<file path="src/rtl/gamepad_frame_decoder_top_macros.svh">
// Assertion macros for the gamepad frame decoder.
// Used by gamepad_frame_decoder_top.sv; expects clk and rst_n in scope.
`ifndef GAMEPAD_FRAME_DECODER_TOP_MACROS_SVH
`define GAMEPAD_FRAME_DECODER_TOP_MACROS_SVH
`ifndef SYNTHESIS
`define GFD_ASSERT(lbl, prop) \
    lbl: assert property (@(posedge clk) disable iff (!rst_n) prop) \
        else $error("gamepad_frame_decoder assertion failed");
`define GFD_ASSERT_NEVER(lbl, cond) \
    lbl: assert property (@(posedge clk) disable iff (!rst_n) !(cond)) \
        else $error("gamepad_frame_decoder forbidden condition seen");
`else
`define GFD_ASSERT(lbl, prop)
`define GFD_ASSERT_NEVER(lbl, cond)
`endif
`endif

</file>
<file path="src/rtl/gfd_pkg.sv">
// Shared types, constants and functions of the gamepad frame decoder.
// No dependencies; imported by every module of the block.
package gfd_pkg;

    localparam int FRAME_LEN    = 8;
    localparam int PAYLOAD_LEN  = 6;
    localparam int BUTTON_COUNT = 16;
    localparam int BYTE_W       = 8;
    localparam int POS_W        = $clog2(FRAME_LEN);
    localparam int SUM_W        = 11;
    localparam int CHECK_W      = 7;

    localparam logic [BYTE_W-1:0] START_BYTE_RESET = 8'd128;
    localparam logic [BYTE_W-1:0] STICK_CENTER     = 8'd64;

    localparam int Q_DEPTH = 4;
    localparam int Q_PTR_W = $clog2(Q_DEPTH);
    localparam int Q_CNT_W = $clog2(Q_DEPTH + 1);

    localparam int PADDR_W = 3;
    // register index sits above the byte offset within a 32-bit word
    localparam logic REG_START_BYTE = 1'b0;

    typedef enum logic [1:0] {
        BTN_RELEASED     = 2'd0,
        BTN_PRESS_EDGE   = 2'd1,
        BTN_HELD         = 2'd2,
        BTN_RELEASE_EDGE = 2'd3
    } btn_state_t;

    typedef logic [PAYLOAD_LEN-1:0][BYTE_W-1:0] payload_t;

    typedef struct packed {
        logic     frame_valid;
        payload_t payload;
    } gfd_entry_t;

    typedef struct packed {
        logic               empty;
        logic               full;
        logic [Q_CNT_W-1:0] count;
    } gfd_q_status_t;

    function automatic btn_state_t btn_next(btn_state_t prev, logic pressed);
        logic down_before;
        down_before = (prev == BTN_PRESS_EDGE) || (prev == BTN_HELD);
        if (pressed)
            return down_before ? BTN_HELD : BTN_PRESS_EDGE;
        return down_before ? BTN_RELEASE_EDGE : BTN_RELEASED;
    endfunction

endpackage

</file>
<file path="src/rtl/gfd_front.sv">
// Front end: finds the start byte, rotates the window and checks the sum.
// Depends on gfd_pkg.
module gfd_front
    import gfd_pkg::*;
(
    input  logic [FRAME_LEN*BYTE_W-1:0] window,
    input  logic [BYTE_W-1:0]           start_byte,
    output gfd_entry_t                  entry
);

    logic [FRAME_LEN-1:0][BYTE_W-1:0] raw;
    logic [FRAME_LEN-1:0][BYTE_W-1:0] frame;
    logic                             found;
    logic [POS_W-1:0]                 pos;
    logic [SUM_W-1:0]                 sum;

    assign raw = window;

    // last matching position wins
    always_comb
    begin
        found = 1'b0;
        pos   = '0;
        for (int i = 0; i < FRAME_LEN; i++)
        begin
            if (raw[i] == start_byte)
            begin
                found = 1'b1;
                pos   = POS_W'(i);
            end
        end
    end

    always_comb
    begin
        for (int i = 0; i < FRAME_LEN; i++)
        begin
            frame[i] = raw[POS_W'(pos + POS_W'(i))];
        end
    end

    always_comb
    begin
        sum = '0;
        for (int i = 1; i <= PAYLOAD_LEN; i++)
        begin
            sum = sum + SUM_W'(frame[i]);
        end
    end

    always_comb
    begin
        entry.frame_valid = found && ({1'b0, sum[CHECK_W-1:0]} == frame[FRAME_LEN-1]);
        for (int i = 0; i < PAYLOAD_LEN; i++)
        begin
            entry.payload[i] = frame[i+1];
        end
    end

endmodule

</file>
<file path="src/rtl/gfd_queue.sv">
// Short queue of classified frames between front and back end.
// Depends on gfd_pkg.
module gfd_queue
    import gfd_pkg::*;
(
    input  logic          clk,
    input  logic          rst_n,
    input  logic          push,
    input  gfd_entry_t    push_entry,
    input  logic          pop,
    output gfd_entry_t    pop_entry,
    output gfd_q_status_t status
);

    gfd_entry_t         slot_reg [Q_DEPTH];
    logic [Q_PTR_W-1:0] wr_ptr_reg;
    logic [Q_PTR_W-1:0] wr_ptr_next;
    logic [Q_PTR_W-1:0] rd_ptr_reg;
    logic [Q_PTR_W-1:0] rd_ptr_next;
    logic [Q_CNT_W-1:0] count_reg;
    logic [Q_CNT_W-1:0] count_next;
    logic               do_push;
    logic               do_pop;

    assign status.count = count_reg;
    assign status.empty = (count_reg == '0);
    assign status.full  = (count_reg == Q_CNT_W'(Q_DEPTH));

    assign do_push = push && !status.full;
    assign do_pop  = pop && !status.empty;

    assign pop_entry = slot_reg[rd_ptr_reg];

    always_comb
    begin
        wr_ptr_next = do_push ? Q_PTR_W'(wr_ptr_reg + 1'b1) : wr_ptr_reg;
        rd_ptr_next = do_pop  ? Q_PTR_W'(rd_ptr_reg + 1'b1) : rd_ptr_reg;
        count_next  = count_reg;
        if (do_push && !do_pop)
            count_next = Q_CNT_W'(count_reg + 1'b1);
        else if (do_pop && !do_push)
            count_next = Q_CNT_W'(count_reg - 1'b1);
    end

    always_ff @(posedge clk or negedge rst_n)
    begin
        if (!rst_n)
        begin
            wr_ptr_reg <= '0;
            rd_ptr_reg <= '0;
            count_reg  <= '0;
        end
        else
        begin
            wr_ptr_reg <= wr_ptr_next;
            rd_ptr_reg <= rd_ptr_next;
            count_reg  <= count_next;
        end
    end

    always_ff @(posedge clk)
    begin
        if (do_push)
            slot_reg[wr_ptr_reg] <= push_entry;
    end

endmodule

</file>
<file path="src/rtl/gfd_back.sv">
// Back end: stores good frames, runs the button edge machines, decodes sticks.
// Depends on gfd_pkg.
module gfd_back
    import gfd_pkg::*;
(
    input  logic                         clk,
    input  logic                         rst_n,
    input  logic                         entry_ready,
    input  gfd_entry_t                   entry,
    output logic                         pop,
    output logic                         out_valid,
    input  logic                         out_ready,
    output logic [4*BYTE_W+2*BUTTON_COUNT-1:0] out_data,
    output logic                         out_flag
);

    payload_t   stored_reg;
    payload_t   stored_next;
    btn_state_t hist_reg  [BUTTON_COUNT];
    btn_state_t hist_next [BUTTON_COUNT];
    logic [BUTTON_COUNT-1:0]       word;
    logic [2*BUTTON_COUNT-1:0]     states;
    logic [BYTE_W-1:0]             lx;
    logic [BYTE_W-1:0]             ly;
    logic [BYTE_W-1:0]             rx;
    logic [BYTE_W-1:0]             ry;
    logic                          out_valid_reg;
    logic                          out_valid_next;
    logic [4*BYTE_W+2*BUTTON_COUNT-1:0] out_data_reg;
    logic                          out_flag_reg;

    assign pop = entry_ready && (!out_valid_reg || out_ready);

    always_comb
    begin
        stored_next = (pop && entry.frame_valid) ? entry.payload : stored_reg;
        word        = {stored_next[0], stored_next[1]};
        for (int i = 0; i < BUTTON_COUNT; i++)
        begin
            hist_next[i]      = pop ? btn_next(hist_reg[i], word[i]) : hist_reg[i];
            states[2*i +: 2]  = hist_next[i];
        end
        lx = BYTE_W'(stored_next[2] - STICK_CENTER);
        ly = BYTE_W'(STICK_CENTER - stored_next[3]);
        rx = BYTE_W'(stored_next[4] - STICK_CENTER);
        ry = BYTE_W'(STICK_CENTER - stored_next[5]);
        out_valid_next = pop ? 1'b1 : (out_valid_reg && !out_ready);
    end

    always_ff @(posedge clk or negedge rst_n)
    begin
        if (!rst_n)
        begin
            stored_reg    <= '0;
            out_valid_reg <= 1'b0;
            for (int i = 0; i < BUTTON_COUNT; i++)
            begin
                hist_reg[i] <= BTN_RELEASED;
            end
        end
        else
        begin
            stored_reg    <= stored_next;
            out_valid_reg <= out_valid_next;
            hist_reg      <= hist_next;
        end
    end

    always_ff @(posedge clk)
    begin
        if (pop)
        begin
            out_data_reg <= {states, ry, rx, ly, lx};
            out_flag_reg <= entry.frame_valid;
        end
    end

    assign out_valid = out_valid_reg;
    assign out_data  = out_data_reg;
    assign out_flag  = out_flag_reg;

endmodule

</file>
<file path="src/rtl/gamepad_frame_decoder_top.sv">
// Top level of the gamepad frame decoder: config register, front, queue, back.
// Depends on gfd_pkg, gfd_front, gfd_queue, gfd_back and the assertion macros.
//
//  Channel   Dir  Handshake                     Payload
//  s_axis    in   tvalid/tready                 tdata: raw_byte_0 .. raw_byte_7
//  m_axis    out  tvalid/tready                 tdata: sticks, buttons; tuser: frame_valid
//  apb       in   psel/penable/pwrite/pready    start_byte at byte address 0
//
// One word per cycle sustained while m_axis is not stalled. A word is classified
// in the cycle it is accepted, is written into the four-deep queue, and is then
// loaded into the output register when the back end pops it.
// rst_n is asynchronous: queue empty, stored frame zero, buttons released,
// start byte 128. A stall on m_axis holds the output word; the queue keeps
// taking words until it is full, then s_axis_tready drops.
`include "gamepad_frame_decoder_top_macros.svh"
module gamepad_frame_decoder_top
    import gfd_pkg::*;
(
    input  logic                 clk,
    input  logic                 rst_n,
    // slave stream
    input  logic                 s_axis_tvalid,
    output logic                 s_axis_tready,
    input  logic [63:0]          s_axis_tdata,  // raw_byte_0 [7:0] .. raw_byte_7 [63:56]
    // master stream
    output logic                 m_axis_tvalid,
    input  logic                 m_axis_tready,
    output logic [63:0]          m_axis_tdata,  // left_x, left_y, right_x, right_y, button_states
    output logic                 m_axis_tuser,  // frame_valid
    // configuration
    input  logic                 psel,
    input  logic                 penable,
    input  logic                 pwrite,
    input  logic [PADDR_W-1:0]   paddr,
    input  logic [31:0]          pwdata,
    output logic [31:0]          prdata,
    output logic                 pready
);

    logic [BYTE_W-1:0] start_byte_reg;
    logic [BYTE_W-1:0] start_byte_next;
    logic              cfg_write;
    gfd_entry_t        front_entry;
    gfd_entry_t        pop_entry;
    gfd_q_status_t     q_status;
    logic              pop;
    logic              s_accept;

    // Only the register index bit is decoded; the byte offset is ignored.
    assign pready    = 1'b1;
    assign cfg_write = psel && penable && pwrite && pready
                       && (paddr[PADDR_W-1] == REG_START_BYTE);
    assign start_byte_next = cfg_write ? pwdata[BYTE_W-1:0] : start_byte_reg;
    assign prdata = (paddr[PADDR_W-1] == REG_START_BYTE) ? {24'd0, start_byte_reg} : 32'd0;

    always_ff @(posedge clk or negedge rst_n)
    begin
        if (!rst_n)
            start_byte_reg <= START_BYTE_RESET;
        else
            start_byte_reg <= start_byte_next;
    end

    // Front end is pure logic: classification happens in the acceptance cycle.
    gfd_front u_front
    (
        .window     (s_axis_tdata),
        .start_byte (start_byte_reg),
        .entry      (front_entry)
    );

    assign s_axis_tready = !q_status.full;
    assign s_accept      = s_axis_tvalid && s_axis_tready;

    gfd_queue u_queue
    (
        .clk        (clk),
        .rst_n      (rst_n),
        .push       (s_accept),
        .push_entry (front_entry),
        .pop        (pop),
        .pop_entry  (pop_entry),
        .status     (q_status)
    );

    // Back end owns all frame state; it pops whenever its output slot frees.
    gfd_back u_back
    (
        .clk         (clk),
        .rst_n       (rst_n),
        .entry_ready (!q_status.empty),
        .entry       (pop_entry),
        .pop         (pop),
        .out_valid   (m_axis_tvalid),
        .out_ready   (m_axis_tready),
        .out_data    (m_axis_tdata),
        .out_flag    (m_axis_tuser)
    );

    // Queue never holds more than its depth.
    `GFD_ASSERT_NEVER(a_queue_bound, q_status.count > Q_CNT_W'(Q_DEPTH))
    // A good frame taken by the back end shows up flagged on the output.
    `GFD_ASSERT(a_flag_follows, (pop && pop_entry.frame_valid) |=> m_axis_tuser)
    // With nothing queued and the output free, an accepted word passes through the queue and the output register.
    `GFD_ASSERT(a_latency, (s_accept && q_status.empty && !m_axis_tvalid) |=> ##1 m_axis_tvalid)

endmodule
</file>
<file path="config.mk">
export PLATFORM = sky130hd
export DESIGN_NAME = gamepad_frame_decoder_top
export DESIGN_NICKNAME = d
export VERILOG_FILES = /design/src/rtl/gfd_pkg.sv /design/src/rtl/gfd_front.sv /design/src/rtl/gfd_queue.sv /design/src/rtl/gfd_back.sv /design/src/rtl/gamepad_frame_decoder_top.sv
export VERILOG_INCLUDE_DIRS = /design/src /design/src/rtl
export SDC_FILE = /design/constraint.sdc
export NUM_CORES = 1
export LEC_CHECK = 0
export ABC_AREA = 0
export ABC_CLOCK_PERIOD_IN_PS = 7800
export BUFFER_PORTS_ARGS = -buffer_cell sky130_fd_sc_hd__buf_2
export CAP_MARGIN = 20
export CORE_MARGIN = 2
export CORE_UTILIZATION = 50
export CTS_CLUSTER_DIAMETER = 50
export CTS_CLUSTER_SIZE = 16
export DETAILED_ROUTE_END_ITERATION = 8
export HOLD_SLACK_MARGIN = 0.1
export PLACE_DENSITY = 0.75
export RECOVER_POWER = 50
export SLEW_MARGIN = 10
export SYNTH_ARGS = -nofsm -noshare
export SYNTH_HDL_FRONTEND = slang
export SYNTH_SLANG_ARGS = --single-unit
</file>
<file path="constraint.sdc">
create_clock -name clk -period 7.8 [get_ports clk]
set_input_delay 1.56 -clock clk [delete_from_list [all_inputs] [get_ports clk]]
set_output_delay 1.56 -clock clk [all_outputs]
set_load 0.1 [all_outputs]
</file>
==> key figures, run 1 <==
Outcome
  – Status: finished, violations left
  – Violated checks: max-capacitance violations, max-slew violations

Clocking
  – CTS Sinks: about 360
  – Clock Latency Late Sink: 0.54 ns
  – CTS Buf Count: 34
  – Post-CTS setup buffer count: 0
  – Post-CTS Resized: 0
  – Reg clk slew, reported paths: approximately 0.060 ns
  – H-tree Lvls: 2
  – Post-CTS Hold Buffers: 0
  – CTS tree: built
  – CTS root buffer: clkbuf_16
  – Clock buffer depth: 3

Drt
  – 1st-pass router iterations: 5
  – DRC viols: 0
  – Antenna-violating nets left: 0
  – DRT Wirelength: 38.3 mm
  – Via count: 10400
  – Initial detailed-routing violation count: 759
  – Vias per inst: 5.41
  – Wirelength per Cell: approximately 20 µm

Floorplanning
  – Io pins: between 200 and 250
  – Rows: 68
  – Die area: 37000 µm²
  – Core ar.: ~35000 µm²
  – Die H: 192 µm
  – Die width: 192 µm
  – Starting density of the core: 51.1%

Layout
  – Area Growth Syn to Fin: 14.9%
  – Layout Nets: 1591
  – Final instance area: 20400 µm²
  – Flip-flop count of the largest register after layout: 196
  – Layout cells sized above 1: 26.8%
  – Layout Utilization: 58.7%
  – Antenna fix cells: 0

STA
  – Slew headroom: -151%
  – Hold Vio Cnt, Final: 0
  – Tcrit/Tclk final: 95.3%
  – Fmax: between 0.1 and 0.15 GHz
  – Slew @ Worst Pin: 3.77 ns
  – Max Slew Vio Count: 427
  – Fin Clk Skew: 0.0155 ns
  – Count of final setup violators: 0
  – Minimum clock period after layout: 7.43 ns
  – Worst Slack Setup Final: ~0.37 ns
  – RSZ-0062 raised after global routing: false

Setup path
  – Slowest stage cell on the critical path: fa_1
  – Worst setup EP type: register
  – Setup slack, reg-to-reg: 0.87 ns
  – Setup Crit Path Kind: input port to register
  – Critical path peak fanout: 5
  – Reg2reg start: start_byte_reg[7]
  – Worst Path Required: 8.10 ns
  – Worst setup path end: u_queue.slot_reg[2][48]
  – Startpoint class of the critical path: input port
  – Crit path DAT: 7.73 ns
  – Worst-case reg-to-reg path depth: 25
  – Worst Setup SP: s_axis_tdata[16]
  – Reg2reg end: u_queue.slot_reg[2][48]
  – Worst path max stage delay: 0.55 ns
  – CP most frequent cell: fa_1

GRT
  – Largest net degree at the start of global routing: 77
  – Initial antenna violation count: 0
  – Met3 GRT Util: 3.84%
  – GR Layer Usage met1: 30.2%
  – Met2 GRT Util: 33.4%
  – GRT busiest layer: met2
  – Number of global-route vias before repair: 10500
  – First-pass GRT wire length: 59.6 mm
  – Gr ovfl total: 0
  – Global Route Usage Sum: 21.4%

Flow run
  – Max_cap viols: 8

Power and ir drop
  – LEAKAGE: 8.16 nW
  – Worst VDD drop: 360 µV
  – Pwr per Cell Area: 459 nW/µm²

Yosys
  – Yosys warns: 0
  – Register area share after synthesis: between 50% and 60%
  – Mapped Area: 17700 µm²
  – Leading register cell type out of synthesis: edfxtp_1
  – #FFs+latches synth: 357
  – Post-synthesis cell count: ~1200
  – Netlist cell types: 49
  – Synth async-reset ratio: 26.9%
  – Avg Cell Area, Syn: between 10 and 15 µm²
  – Post-synth EDFFs: between 200 and 300

Worst hold path
  – Type of the worst min-delay path: register to register

Place
  – Dpl ws: -0.159 ns
  – Placement Cell Area: between 15000 and 20000 µm²
  – DP Wirelength: 27.4 mm
  – Buffers on Ports: 154
  – GPL Wtd Cong: between 0.9 and 1
cell families (layout without fill, tap and decap cells):
logic type                 Yosys count  after routing  share of synthesized area [%]
AOI/OAI and AO/OA                   62             62                           2.32
xor gates and xnor gates           137            137                           6.88
adders and majority gates           38             38                           3.70
buffers and inverters              143            362                           4.16
DFF                                357            357                           57.8
muxes                              235            235                           18.3
other                                2             25                         0.0424
and+or+nand+nor                    256            256                           6.79
stage by stage:
stage          hold slack (ns)  setup TNS (ns)  total power, W  instances
2_1_floorplan            0.461               0         0.00675       1253
3_5_place_dp             0.483          -0.637         0.00772       1866
4_1_cts                  0.492               0         0.00944       1927
3_3_place_gp             0.477          -0.323         0.00762       1866
6_report                 0.490               0         0.00935       1927
5_1_grt                  0.511               0         0.00990       1927
cells in the mapped netlist (11+ instances only):
| master | number | area (µm²) |
|---|---|---|
| inv_1 | 57 | 214 |
| buf_4 | 30 | 225 |
| buf_1 | 11 | 41.3 |
| mux2_2 | 87 | 980 |
| dfrtp_1 | 95 | 2380 |
| xor2_1 | 67 | 587 |
| buf_2 | 16 | 80.1 |
| nand3_1 | 16 | 80.1 |
| nand3b_1 | 17 | 128 |
| nand2_1 | 89 | 334 |
| mux2i_1 | 85 | 851 |
| clkbuf_1 | 12 | 45.0 |
| o21ai_0 | 22 | 110 |
| nor2_1 | 86 | 323 |
| fa_1 | 24 | 480 |
| mux4_2 | 63 | 1420 |
| ha_1 | 14 | 175 |
| xnor2_1 | 69 | 604 |
| edfxtp_1 | 261 | 7840 |
cell usage in the layout (no fill, tap or decap), types with 14 or more instances in the layout:
cell,n
buf_2,94
buf_4,73
clkbuf_1,78
clkbuf_16,35
conb_1,25
dfrtp_1,93
edfxtp_1,261
fa_1,24
ha_1,14
inv_1,57
mux2_2,87
mux2i_1,85
mux4_2,63
nand2_1,88
nand3_1,16
nand3b_1,17
nor2_1,86
o21ai_0,22
xnor2_1,69
xor2_1,67
per-layer routing:
metal	share of wire (%)	vias to the layer above
met5	0	-
met4	3.3	0
met3	6.3	64
met2	47	348
met1	44	5180
li1	-	4836
where the power goes:
part | leakage [nW] | internal (W) | switching [W]
Clock | 0.549 | 0.000952 | 0.000729
Sequential | 3.55 | 0.00292 | 0.000239
Combinational | 4.06 | 0.00147 | 0.00303
Total | 8.16 | 0.00535 | 0.00400
worst min path at each step:
stage	start	endpoint	slack (ns)	cells after the start
2_1_floorplan	u_back.hist_reg[0]	u_back.hist_reg[0]	0.46	1
3_3_place_gp	u_back.stored_reg[37]	u_back.stored_reg[37]	0.48	1
3_5_place_dp	u_queue.count_reg[2]	u_queue.count_reg[2]	0.48	1
4_1_cts	u_queue.count_reg[2]	u_queue.count_reg[2]	0.49	1
5_1_grt	u_back.stored_reg[36]	u_back.stored_reg[36]	0.51	1
6_report	u_queue.count_reg[2]	u_queue.count_reg[2]	0.49	1
layout make-up:
| class | instances | area [µm²] |
|---|---|---|
| clock buffer | 45 | 913 |
| sequential | 357 | 10200 |
| timing repair buffer | 236 | 1290 |
| fill | 2737 | 14300 |
| tap | 455 | 569 |
| inverter | 65 | 244 |
| multi-input combinational | 753 | 6870 |
| clock inverter | 16 | 241 |
critical path, delay by kind of cell:
| kind | cells | cell delay [ns] |
|---|---|---|
| compound gates | 5 | 1.13 |
| mux | 2 | 0.80 |
| simple gates | 5 | 1.00 |
| xor+xnor | 2 | 0.30 |
| buf+inv | 6 | 0.62 |
| fa+ha+maj | 5 | 2.30 |
Note: power is estimated with default switching activity, not from simulation.
==> inputs of run 2 (changes only) <==
--- a/config.mk
+++ b/config.mk
@@ -12,6 +12,7 @@
 export CAP_MARGIN = 20
 export CORE_MARGIN = 2
 export CORE_UTILIZATION = 50
+export CTS_BUF_LIST = sky130_fd_sc_hd__clkbuf_16
 export CTS_CLUSTER_DIAMETER = 50
 export CTS_CLUSTER_SIZE = 16
 export DETAILED_ROUTE_END_ITERATION = 8
==> run 2 against run 1 <==
Critical endpoint unchanged. The flow still finishes with violations (max-capacitance violations, max-slew violations). Critical path type unchanged. Sequential share of layout area is the same. Sequential power is essentially flat. Utilization did not move.
==> key figures, run 2 (synthesis gave the netlist of run 1 again) <==
Drt
  – Highest metal used: met4
  – Antenna-violating nets left: 0
  – Wirelength per Cell: 19.9 µm
  – Vias per inst: 5.41
  – 1st-pass router iterations: 7
  – DRC viols: 0
  – Initial detailed-routing violation count: 793
  – Met1 wire length: 16.9 mm
  – Via count: about 10000
  – Met2 WL: 17.8 mm
  – DRT Wirelength: 38.4 mm
  – Metal3 WL: 2.38 mm

STA
  – Hold Vio Cnt, Final: 0
  – Slew headroom: -151%
  – Fmax: ~0.13 GHz
  – Slew @ Worst Pin: ~3.8 ns
  – Minimum clock period after layout: around 7.4 ns
  – Setup TNS: 0 ns
  – Tcrit/Tclk final: 95.3%
  – Count of final setup violators: 0
  – RSZ-0062 raised after global routing: false
  – Worst Slack Setup Final: 0.367 ns
  – Max Slew Vio Count: about 430
  – Fin Clk Skew: 0.0163 ns

Clocking
  – Post-CTS setup buffer count: 0
  – H-tree Lvls: 2
  – Post-CTS Resized: 0
  – Post-CTS Hold Buffers: 0
  – CTS tree: built
  – Reg clk slew, reported paths: 0.06 ns
  – Clock Latency Late Sink: 0.54 ns
  – CTS Buf Count: 34
  – CTS Sinks: roughly 360
  – Clock buffer depth: 3
  – CTS root buffer: clkbuf_16

Power and ir drop
  – Total Power: 0.00933 W
  – Switching Share: 42.9%
  – Power Internal: 0.00533 W
  – Clock power share: 17.9%
  – LEAKAGE: 8.20 nW
  – Reg power frac: 33.9%
  – Worst VDD drop: 360 µV
  – Net Sw Power: around 0.004 W
  – Logic gate share of total power: 48.2%
  – Pwr per Cell Area: approximately 460 nW/µm²

Layout
  – Leading cell type in the layout, fill and taps excluded: edfxtp_1
  – # fillers: 2737
  – Layout cells sized above 1: 26.8%
  – Final instance area: 20400 µm²
  – Most frequent cells in the layout: 261 x edfxtp_1, 94 x buf_2, 93 x dfrtp_1
  – Antenna fix cells: 0
  – Flip-flop count of the largest register after layout: 196
  – Layout Utilization: 58.7%
  – Layout Nets: about 1600
  – Area Growth Syn to Fin: 14.9%

GRT
  – First-pass GRT wire length: 59.6 mm
  – Gr ovfl total: 0
  – Number of global-route vias before repair: 10500
  – Initial antenna violation count: 0
  – Global Route Usage Sum: 21.4%
  – Largest net degree at the start of global routing: between 70 and 80

Flow run
  – Max_cap viols: 8

Place
  – Dpl ws: -0.159 ns
  – Placement Cell Area: ~19000 µm²
  – GPL Wtd Cong: 0.908
  – Buffers on Ports: 154
  – DP Wirelength: 27.4 mm

Floorplanning
  – Die H: 192 µm
  – Rows: 68
  – Core ar.: between 30000 and 40000 µm²
  – Die width: 192 µm
  – Starting density of the core: 51.1%
  – Io pins: 206
  – Die area: around 37000 µm²

Setup path
  – Worst setup EP type: register
  – Crit path DAT: 7.73 ns
  – Critical path peak fanout: 5
  – Worst Path Required: 8.10 ns
  – Setup Crit Path Kind: input port to register
  – Startpoint class of the critical path: input port

Worst hold path
  – Type of the worst min-delay path: register to register

Outcome
  – Status: finished, violations left
  – Violated checks: max-capacitance violations, max-slew violations
## run 2: changes by cell type in the layout (fill, tap and decap cells not counted), sizes merged
| cell | change |
|---|---|
| clkbuf | -10 |
| inv | +10 |
## run 2: path summary, 6_finish.rpt
check | start | to | slack [ns] | depth (start not counted)
worst min-delay path | u_queue.count_reg[2] | u_queue.count_reg[2] | 0.49 | 1
worst max-delay path | s_axis_tdata[16] | u_queue.slot_reg[2][48] | 0.37 | 25
worst min register to register | u_queue.count_reg[2] | u_queue.count_reg[2] | 0.49 | 1
min in group asynchronous | rst_n | start_byte_reg[6] | 1.93 | 1
worst max register to register | start_byte_reg[7] | u_queue.slot_reg[2][48] | 0.86 | 25
max in group asynchronous | rst_n | u_queue.rd_ptr_reg[1] | 1.82 | 2
## run 2: cell type report
class	count	area, µm²	share of cell area (%)
well taps	455	569	2.79
inverters	65	244	1.20
repair buffers	236	1290	6.35
clock buffers	35	876	4.30
clock inverters	26	279	1.37
flip-flops and latches	357	10200	50.3
multi-input cells	753	6870	33.7
## run 2: critical path: stages
cell	delay, ns
buf_2	0.11
xor2_1	0.14
nor4_2	0.40
and2_1	0.24
o221ai_1	0.18
a31oi_4	0.27
inv_2	0.06
ha_1	0.34
buf_4	0.17
mux4_2	0.50
mux2_2	0.30
inv_2	0.06
fa_1	0.44
fa_1	0.53
fa_1	0.55
inv_1	0.07
fa_1	0.44
a21o_1	0.19
a21oi_1	0.20
xnor2_1	0.16
and3_1	0.22
nor3_1	0.06
o2111ai_1	0.29
nor2_1	0.08
buf_4	0.15
## run 2: power by group through the flow
stage / combinational [W] / sequential, W / clock, W
after floorplan: 0.00232 / 0.00443 / 0
after global placement: 0.00449 / 0.00313 / 0
after detailed placement: 0.00456 / 0.00317 / 0
after CTS: 0.00458 / 0.00313 / 0.00172
after global routing: 0.00487 / 0.00323 / 0.00179
final: 0.00450 / 0.00316 / 0.00167
## run 2: stage by stage
| stage | std cells | hold slack, ns |
|---|---|---|
| detailed placement | 1866 | 0.483 |
| global placement | 1866 | 0.477 |
| floorplan | 1253 | 0.461 |
| CTS | 1927 | 0.492 |
| finish | 1927 | 0.490 |
| global route | 1927 | 0.511 |
## run 2: metal layers
metal / global-route usage, % / up-vias
li1: - / 4837
met1: 30.2 / 5179
met2: 33.4 / 351
met3: 3.84 / 60
met4: 8.25 / 0
met5: 0 / -
